==> src/rtl/voxel_box_occupancy_scan_defines.svh <==
// ----------------------------------------------------------------------------
// voxel box occupancy scan: assertion macros
// shared property wrappers clocked on clk_i and disabled in reset
// ----------------------------------------------------------------------------
`ifndef VOXEL_BOX_OCCUPANCY_SCAN_DEFINES_SVH
`define VOXEL_BOX_OCCUPANCY_SCAN_DEFINES_SVH

// property must hold at every clock edge out of reset
`define VBOS_ASSERT(lbl, prop, msg) \
  lbl: assert property (@(posedge clk_i) disable iff (!rst_ni) prop) \
    else $error(msg);

// condition must never be seen out of reset
`define VBOS_NEVER(lbl, cond, msg) \
  lbl: assert property (@(posedge clk_i) disable iff (!rst_ni) !(cond)) \
    else $error(msg);

`endif

==> src/rtl/voxbox_mac.sv <==
// ----------------------------------------------------------------------------
// voxbox_mac
// shared registered multiply-add used for box sizing and section numbering
// ----------------------------------------------------------------------------
`timescale 1ns / 1ps

module voxbox_mac #(
  parameter int unsigned W = 8
) (
  input  logic           clk_i,
  input  logic [W-1:0]   a_i,
  input  logic [W-1:0]   b_i,
  input  logic [W-1:0]   c_i,
  output logic [2*W:0]   p_o
);

  logic [2*W:0] p_q;
  logic [2*W:0] p_d;

  assign p_d = (2*W+1)'(a_i) * (2*W+1)'(b_i) + (2*W+1)'(c_i);

  always_ff @(posedge clk_i) begin
    p_q <= p_d;
  end

  assign p_o = p_q;

endmodule

==> config.mk <==
export PLATFORM = sky130hd
export DESIGN_NAME = voxbox_mac
export DESIGN_NICKNAME = d
export VERILOG_FILES = /design/src/rtl/voxel_box_occupancy_scan_defines.svh /design/src/rtl/voxbox_mac.sv
export SDC_FILE = /design/constraint.sdc
export NUM_CORES = 1
export LEC_CHECK = 0
export BUFFER_PORTS_ARGS = -buffer_cell sky130_fd_sc_hd__buf_2
export CORE_ASPECT_RATIO = 0.7
export CORE_MARGIN = 3
export CORE_UTILIZATION = 47
export DETAILED_ROUTE_END_ITERATION = 8
export PLACE_DENSITY = 0.68
export SYNTH_ARGS = -nofsm -noshare
export SYNTH_HDL_FRONTEND = slang
export SYNTH_SLANG_ARGS = --single-unit
==> constraint.sdc <==
create_clock -name clk_i -period 5.3 [get_ports clk_i]
set_input_delay 1.06 -clock clk_i [delete_from_list [all_inputs] [get_ports clk_i]]
set_output_delay 1.06 -clock clk_i [all_outputs]
set_load 0.05 [all_outputs]
======== Word level (Yosys, flattened, before mapping) ========
Index checks and enable logic that the tools add are counted.
operators by class
  $add $sub $neg .......................... 1
  $mul .................................... 1
  divide/modulo/power cells ............... 0
  $lt $le $gt $ge ......................... 0
  equal/unequal tests ..................... 0
  shifts and indexed selects .............. 0
  multiplexer cells ....................... 0
  bitwise logic cells ..................... 0
  reductions and logical operators ........ 0
operators by type and width
  operator         number
  $add A16 B8 Y17  1
  $mul A8 B8 Y16   1
word-level totals
  flip-flop bits (word level) ............. 17
  latch bits .............................. 0
  RAM bits ................................ 0
  ROM bits ................................ 0
  input bits .............................. 25
  output and inout port bits .............. 17
  logic and storage cells ................. 3
  memories kept ........................... 0

======== Depth between registers and ports, before layout ========
Gate-level depths: netlist of run 1.
  depth in word-level cells ............... 2
  gate-level depth with buffers ........... 15
  mapped depth without buffers ............ 15

======== Worst setup path before layout of run 1 ========
No wires, ideal clock.
  kind .................................... input to register
  start ................................... in b_i[7]
  end ..................................... reg p_q[16] (netlist: p_o[16])
  library setup time ...................... 0.072 ns
  data arrival time ....................... 4.589 ns
  required time ........................... 5.228 ns
  setup slack ............................. 0.639 ns
  stages on the path ...................... 13
  path buffers ............................ 0
  cell sequence ........................... and2_1 > fa_1 > fa_1 > fa_1 > inv_1 > fa_1 > inv_1 > ha_1 > a21oi_2 > o21ai_1 > a21o_1 > o41ai_2 > xnor2_1
between the ends
  longest elaborated chain between the ends .. 2
ends and longest elaborated chain
  item                  line              RTL
  from (decl)           voxbox_mac.sv:12  input logic [W-1:0] b_i,
  $mul A8 B8 Y16        voxbox_mac.sv:20  assign p_d = (2*W+1)'(a_i) * (2*W+1)'(b_i) + (2*W+1)'(c_i);
  $add A16 B8 Y17       voxbox_mac.sv:20
  net p_d[16]           voxbox_mac.sv:18  logic [2*W:0] p_d;
  to (signal assigned)  voxbox_mac.sv:23  p_q <= p_d;
  to (decl)             voxbox_mac.sv:17  logic [2*W:0] p_q;
The timed path passes the listed nets, and every way through them passes these cells.

======== Worst setup path in the final report of run 1 ========
  start ................................... in b_i[7]
  end ..................................... reg p_q[14] (netlist: p_o[14])
Same word-level chain as after synthesis.

==> results of run 1 <==
-- worst max-delay path, delay by kind of cell --
| family | cells | cell delay [ns] |
|---|---|---|
| buffers and inverters | 3 | 0.24 |
| adders and majority gates | 5 | 2.46 |
| AOI/OAI and AO/OA | 4 | 0.78 |
| and+or+nand+nor | 1 | 0.18 |
| xor gates and xnor gates | 1 | 0.16 |
-- power by group through the flow --
stage,clock network (W),logic [W],registers (W)
floorplan,0,0.000641,0.000404
finish,0.0000995,0.00104,0.000202
CTS,0.000104,0.00105,0.000203
detailed placement,0,0.00104,0.000206
global placement,0,0.00103,0.000205
global route,0.000108,0.00118,0.000208
-- stage by stage --
stage	utilization, %	hold slack, ns	total power (W)	instance area [um2]	setup slack, ns
CTS	56.4	1.03	0.00136	3060	0.591
global route	56.4	1.05	0.00150	3060	0.398
global placement	55.6	1.28	0.00124	3010	0.365
finish	56.4	1.02	0.00135	3060	0.599
floorplan	-	1.19	0.00105	2720	0.639
detailed placement	55.6	1.30	0.00125	3010	0.341
-- per-layer routing --
metal	wire, um	share of wire [%]	vias to the layer above	global-route usage [%]
met5	0	0	-	0
li1	-	-	1008	-
met3	330	6.5	5	2.51
met1	2780	55	889	26.8
met2	1910	38	60	22.2
met4	47	0.93	0	3.74
-- cell type report --
class	instances	share of cell area, %
Clock inverter	1	0.164
Clock buffer	3	1.35
Tap cell	72	2.94
Sequential cell	17	11.1
Multi-Input combinational cell	208	68.8
Inverter	73	8.96
Timing Repair Buffer	41	6.71
-- cells by family (layout without fill, tap and decap cells) --
family / count (synthesis) / count (layout)
AND/OR/NAND/NOR: 86 / 86
adder cells (fa/ha/maj): 84 / 84
buffers and inverters: 73 / 118
AO/OA/AOI/OAI: 27 / 27
flip-flops: 17 / 17
XOR/XNOR: 10 / 10
multiplexers: 1 / 1
-- placed cells by master, fill, tap and decap left out, types with 2 or more instances in the layout --
master	n
clkbuf_8	3
a21o_1	3
o41ai_2	2
a31oi_1	4
buf_2	41
inv_1	72
dfxtp_1	17
o211ai_1	2
nand2_1	32
nor3_1	2
xnor2_1	9
a21oi_1	7
nor2_1	8
fa_1	44
a21oi_2	2
and2_1	36
nand4_1	3
ha_1	40
o21ai_0	3
nand3_1	4
-- path summary, 6_finish.rpt --
check	to	slack, ns	depth (start not counted)
setup / recovery	p_o[14]$_DFF_P_	0.60	14
hold / removal	p_o[0]$_DFF_P_	1.02	2
==> reports/summary.txt, run 1 <==
crit-path max FO = 8
drt pass-1 iters = 4
CTS hold repair buffers = 0
Non-Filler Instances = 415
TritonCTS clock tree = done
crit path from = b_i[7]
Yosys Warn Count = 0
multiplexer share of the synthesized area = 0.368%
global route overflow = 0
Leak Pwr = 1.71 nW
ant diodes = 0
Rel. slew slack = 72.2%
Yosys cell types = 26
xor-xnor portion of the synthesized cell area = 3.22%
Antenna Nets Post-Route = 0
Seq/Total Area, Yosys = 12.5%
initial drt markers = 69
Cell Area, Synth = 0.00272 mm2
max-slew violation count = 0
synthesized instance count = 298
Synth Area in Adders = 50.8%
RSZ-0062 raised after global routing = no
hold_sp = c_i[0]
Sw Share = 53.6%
max incr delay on CP = 0.54 ns
H-Tree Depth = 1
critical-path cell with the highest stage delay = fa_1
syn nets = 407
crit path kind = input pin to register
# fillers = 511
I/O Pins = 42
Seq pwr share = 15.0%
Slew @ Worst Pin = 0.416 ns
compound-gate portion of the synthesized area = 7.09%
Core Rows = 22
FF/Latch Area = 340 um2
placed insts = 411
DR vias = 1,962
clock root cell = clkbuf_8
Sum Neg Setup Slack = 0 ns
All-Layer GR Usage = 16.4%
largest family of logic cells by synthesized area = adder cells
Worst Path Required = 5.49 ns
Arr. time, crit path = 4.89 ns
Port-buffer cells = 41
area of the multi-input gates = 0.00210 mm2
post-cts sizing count = 0
Internal = 0.000625 W
Routed WL = 5.07 mm
worst-path cell chain = buf_2 > and2_1 > fa_1 > fa_1 > fa_1 > inv_1 > fa_1 > inv_1 > ha_1 > a21oi_2 > o21ai_1 > a21o_1 > o41ai_2 > xnor2_1
vias in the first global route = 1,980
CTS Buffer Depth = 2
Yosys top cell area share = 32.4%
WL per Instance = 12.2 um
die height = 69.6 um
Initial Util = 50.1%
average size of a mapped cell = 9.12 um2
DRC Markers = 0
global-route wire length before repair = 9.11 mm
Worst setup SP type = input pin
RePlAce Congestion = 0.871
ys flop type = dfxtp_1
Fin. Hold Viols = 0
cell with the most instances after synthesis = inv_1
max cap viols = 0
Num CTS Buffers = 3
top cells by area, synth = fa_1 (32%), ha_1 (18%), dfxtp_1 (13%)
number of flip-flops in the largest register = 17
endpoint class of the critical path = register
status = complete, no violations
Worst-path clk slew = 0.07 ns
clock power share = 7.4%
DIE AREA = 0.00675 mm2
NumNets Final = 453
Post-synth ARST share = 0%
EDFF count, synth = 0
# setup viols final = 0
Syn-to-layout area delta = 12.6%
ratio of final minimum period to clock period = 88.7%
Net Sw Power = 0.000721 W
post-synthesis register bit count = 17
critical path's most frequent cell = fa_1
fmax = 213 MHz
layout cell share with drive strength beyond 1 = 14.6%
pwr dens = 440 mW/mm2
commonest cells in the synthesized netlist = inv_1 (72), fa_1 (44), ha_1 (40), and2_1 (36), nand2_1 (32)
simple-gate area share of the yosys netlist = 15.9%
Peak VDD IR = 140 uV
pin count of the biggest net entering global routing = 11
core area = 0.00542 mm2
top cell type by total area after synthesis = fa_1
Final min period = 4.70 ns
Die Width = 96.9 um
logic gate share of total power = 77.6%
Setup Buffers After CTS = 0
routed vias/inst = 4.73
hold crit path type = input pin to register
post-detail-place hpwl = 4.50 mm
clock sinks = 17
initial antenna violation count = 0
No activity file was read; power rests on OpenSTA's default activity.
==> inputs of run 2 (changes only) <==
Settings changed: CORE_MARGIN 3 to 10.
==> run 2 against run 1 <==
Global-route usage fell by 4.0 points. Fmax barely moved. Clock power fell by 2%. Utilization fell by 2.4 points.
==> reports/summary.txt, run 2 (synthesis results as in run 1) <==
WHS = 1.04 ns
Initial Util = 47.9%
design area = 0.00306 mm2
dpl ws = 0.341 ns
Core Rows = 23
RSZ-0062 raised after global routing = no
core area = 0.00567 mm2
RePlAce Congestion = 0.880
Non-Filler Instances = 418
DR vias = 1,939
initial drt markers = 53
Die Width = 111 um
Syn-to-layout area delta = 12.7%
Peak VDD IR = 175 uV
clock root cell = clkbuf_8
max cap viols = 0
Final min period = 4.70 ns
endpoint class of the critical path = register
DIE AREA = 0.00927 mm2
Rel. slew slack = 73.6%
routed vias/inst = 4.64
crit path kind = input pin to register
Port-buffer cells = 41
Worst Path Required = 5.48 ns
NumNets Final = 453
fmax = 213 MHz
Sum Neg Setup Slack = 0 ns
hold crit path type = input pin to register
Arr. time, crit path = 4.88 ns
dpl cell area = 0.00302 mm2
most common cell after layout, fill and taps aside = inv_1
final worst slack = 0.601 ns
crit-path max FO = 8
Routed WL = 5.47 mm
post-cts sizing count = 0
most frequent cells in the layout = inv_1 (72), fa_1 (44), buf_2 (41)
layout cell share with drive strength beyond 1 = 14.6%
WHS Path Cells = 2
I/O Pins = 42
# setup viols final = 0
Worst-path clk slew = 0.07 ns
initial antenna violation count = 0
global route overflow = 0
Num CTS Buffers = 3
Setup Buffers After CTS = 0
clock sinks = 17
die height = 83.6 um
FF/Latch Area = 340 um2
status = complete, no violations
CTS Buffer Depth = 2
global-route wire length before repair = 9.92 mm
Worst setup SP type = input pin
placed insts = 414
Leak Pwr = 1.71 nW
DRC Markers = 0
H-Tree Depth = 1
# fillers = 533
pwr dens = 439 mW/mm2
ant diodes = 0
Fin. Hold Viols = 0
All-Layer GR Usage = 12.4%
number of flip-flops in the largest register = 17
max-slew violation count = 0
area of the multi-input gates = 0.00210 mm2
CTS hold repair buffers = 0
WL per Instance = 13.1 um
pin count of the biggest net entering global routing = 11
Antenna Nets Post-Route = 0
vias in the first global route = 2,132
Slew @ Worst Pin = 0.395 ns
drt pass-1 iters = 4
ratio of final minimum period to clock period = 88.7%
TritonCTS clock tree = done
post-detail-place hpwl = 4.90 mm
[run 2: cell counts in the layout (fill, tap and decap cells not counted)]
Identical to the previous run, type by type.
[run 2: cell type report]
| cell class | instances | area share, % |
|---|---|---|
| multi-input cells | 208 | 68.7 |
| flip-flops and latches | 17 | 11.1 |
| inverters | 73 | 8.95 |
| repair buffers | 41 | 6.70 |
| well taps | 75 | 3.06 |
| clock buffers | 3 | 1.35 |
| clock inverters | 1 | 0.163 |
[run 2: path summary, 6_finish.rpt]
path | start | endpoint
setup / recovery | b_i[4] | p_o[15]$_DFF_P_
hold / removal | c_i[0] | p_o[0]$_DFF_P_
[run 2: stage by stage]
stage	total power (W)	utilization [%]
floorplan	0.00105	-
global placement	0.00124	53.2
detailed placement	0.00126	53.2
CTS	0.00136	54.0
global route	0.00151	54.0
finish	0.00134	54.0
[run 2: critical path, stage by stage]
cell and delay, ns:
buf_2 0.14, and2_1 0.18, fa_1 0.55, inv_1 0.05
fa_1 0.47, fa_1 0.52, fa_1 0.54, inv_1 0.04
ha_1 0.37, a21oi_2 0.21, o21a_1 0.21, o211ai_1 0.13
a41oi_1 0.27, xnor2_1 0.14
[run 2: routing by layer]
layer | up-vias | GRT usage (%) | routed length (um)
met5 | - | 0 | 0
met1 | 897 | 18.8 | 3010
met3 | 2 | 2.16 | 208
li1 | 1005 | - | -
met2 | 35 | 17.7 | 2210
met4 | 0 | 2.48 | 37
[run 2: power by group]
group | internal, W | switching [W]
clock network | 0.0000521 | 0.0000455
logic | 0.000379 | 0.000664
registers | 0.000193 | 0.0000106
total | 0.000624 | 0.000721
==> inputs of run 3 (changes only) <==
Settings changed: ABC_AREA set to 1, PLACE_DENSITY 0.68 to 0.67.
==> run 3 against run 2 <==
Clock power down 1%. Critical path type unchanged. Sequential power about the same. Worst hold slack worse by 0.012 ns. Via count up 25%. Die area up 7.4%. Wire length up 9.5%. Final area up 6.5%. Largest power group unchanged. First-iteration DRC count up 91%. Fmax up 7.1%. Largest cell class unchanged. Utilization down 1.3 points. Non-clock buffer count unchanged.
==> reports/summary.txt, run 3 <==
crit path kind = input pin to register
Worst-path clk slew = 0.07 ns
clock power share = 6.9%
layout cell share with drive strength beyond 1 = 11.1%
Slew @ Worst Pin = 0.255 ns
simple-gate area share of the yosys netlist = 20.4%
Net Sw Power = 0.000788 W
routed vias/inst = 4.68
# setup viols final = 0
Core Rows = 24
Die Width = 115 um
CTS Buffer Depth = 2
# fillers = 621
Syn-to-layout area delta = 9.72%
pin count of the biggest net entering global routing = 11
FF/Latch Area = 340 um2
largest family of logic cells by synthesized area = adder cells
All-Layer GR Usage = 12.7%
DRC Markers = 0
crit-path max FO = 8
Yosys top cell area share = 29.6%
Sum Neg Setup Slack = 0 ns
area of the multi-input gates = 0.00209 mm2
design area = 0.00326 mm2
TritonCTS clock tree = done
Seq/Total Area, Yosys = 11.4%
initial antenna violation count = 0
number of flip-flops in the largest register = 17
Antenna Nets Post-Route = 0
pwr dens = 428 mW/mm2
initial drt markers = 101
syn nets = 520
most common cell after layout, fill and taps aside = inv_1
RSZ-0062 raised after global routing = no
multiplexer share of the synthesized area = 0%
Peak VDD IR = 206 uV
drt pass-1 iters = 4
post-synthesis register bit count = 17
post-cts sizing count = 0
Yosys cell types = 16
post-detail-place hpwl = 5.42 mm
Internal = 0.000610 W
core area = 0.00619 mm2
CTS hold repair buffers = 0
cell with the most instances after synthesis = inv_1
RePlAce Congestion = 0.870
WHS Path Cells = 2
fmax = 228 MHz
DR vias = 2,426
Sw Share = 56.4%
Worst Path Required = 5.45 ns
crit path from = a_i[2]
commonest cells in the synthesized netlist = inv_1 (128), nand2_1 (118), fa_1 (44), ha_1 (40), dfxtp_1 (17)
H-Tree Depth = 1
global-route wire length before repair = 10.7 mm
WHS Endpoint = p_o[0]$_DFF_P_
ant diodes = 0
dpl ws = 0.647 ns
Fin. Hold Viols = 0
Seq pwr share = 14.6%
clock root cell = clkbuf_8
Synth Area in Adders = 46.4%
Final min period = 4.39 ns
vias in the first global route = 2,460
Rel. slew slack = 83.1%
average size of a mapped cell = 7.24 um2
dpl cell area = 0.00322 mm2
final worst slack = 0.914 ns
status = complete, no violations
Initial Util = 48.1%
Cell Area, Synth = 0.00297 mm2
endpoint class of the critical path = register
compound-gate portion of the synthesized area = 1.43%
I/O Pins = 42
Routed WL = 5.99 mm
ys flop type = dfxtp_1
Setup Buffers After CTS = 0
Worst setup SP type = input pin
hold crit path type = input pin to register
xor-xnor portion of the synthesized cell area = 2.06%
Leak Pwr = 2.17 nW
EDFF count, synth = 0
WL per Instance = 11.6 um
Port-buffer cells = 41
most frequent cells in the layout = inv_1 (128), nand2_1 (118), fa_1 (44)
clock sinks = 17
top cells by area, synth = fa_1 (30%), ha_1 (17%), inv_1 (16%)
top cell type by total area after synthesis = fa_1
ratio of final minimum period to clock period = 82.8%
max-slew violation count = 0
Yosys Warn Count = 0
DIE AREA = 0.00996 mm2
logic gate share of total power = 78.5%
Num CTS Buffers = 3
synthesized instance count = 411
max cap viols = 0
NumNets Final = 550
hold_sp = c_i[0]
global route overflow = 0
Post-synth ARST share = 0%
die height = 86.6 um
Arr. time, crit path = 4.54 ns
run 3: cell count changes after synthesis, moves of 3 or more:
cell and change:
inv_1 +56, nand3_1 +9, o21ai_0 -3, nand2_1 +86
xor2_1 +3, a21o_1 -3, a31oi_1 -4, nor2_1 +5
xnor2_1 -6, clkbuf_1 +16, and2_1 -36
run 3: how the worst max path moves through the flow:
| stage | to | slack, ns | depth (start not counted) |
|---|---|---|---|
| 2_1_floorplan | p_o[16]$_DFF_P_ | 0.84 | 18 |
| 3_3_place_gp | p_o[16]$_DFF_P_ | 0.69 | 18 |
| 3_5_place_dp | p_o[16]$_DFF_P_ | 0.65 | 18 |
| 4_1_cts | p_o[16]$_DFF_P_ | 0.90 | 18 |
| 5_1_grt | p_o[16]$_DFF_P_ | 0.73 | 17 |
| 6_report | p_o[16]$_DFF_P_ | 0.91 | 18 |
run 3: worst max-delay path, stage by stage:
cell     delay [ns]
buf_2          0.16
nand2_1        0.08
inv_1          0.05
fa_1           0.51
fa_1           0.52
fa_1           0.55
inv_1          0.05
fa_1           0.52
inv_1          0.04
ha_1           0.35
nand2_1        0.09
nand2_1        0.08
nand2_1        0.07
nand2_1        0.08
a21oi_1        0.16
nand2_1        0.07
nand2_1        0.06
nand2_1        0.04
run 3: through the flow:
stage          std cells  hold slack (ns)  util (%)  total power [W]
2_1_floorplan        411             1.19         -          0.00109
4_1_cts              518             1.02      52.8          0.00142
3_5_place_dp         514             1.29      52.0          0.00132
6_report             518             1.03      52.8          0.00140
5_1_grt              518             1.02      52.8          0.00157
3_3_place_gp         514             1.29      52.0          0.00130
run 3: final cells by class:
class / instances / share of cell area (%)
Multi-Input combinational cell: 250 / 64.1
Tap cell: 78 / 2.99
Inverter: 128 / 14.7
Timing Repair Buffer: 41 / 6.29
Clock inverter: 1 / 0.153
Sequential cell: 17 / 10.4
Clock buffer: 3 / 1.27
run 3: power by group through the flow:
stage	clock network (W)	registers, W	logic, W
6_report	0.0000964	0.000203	0.00110
5_1_grt	0.000108	0.000208	0.00125
4_1_cts	0.000102	0.000204	0.00112
3_5_place_dp	0	0.000207	0.00111
3_3_place_gp	0	0.000206	0.00110
2_1_floorplan	0	0.000405	0.000686
run 3: logic make-up after synthesis:
group                      after synthesis
buffers and inverters                  144
DFF                                     17
AOI/OAI and AO/OA                        8
xor gates and xnor gates                 7
and+or+nand+nor                        151
adders and majority gates               84
run 3: per-layer routing:
layer	global-route usage, %	vias to the layer above	part of all wire, %
met5	0	-	0
li1	-	1217	-
met3	3.17	4	4.6
met1	16.3	1173	46
met4	1.68	0	0.48
met2	21.7	32	48
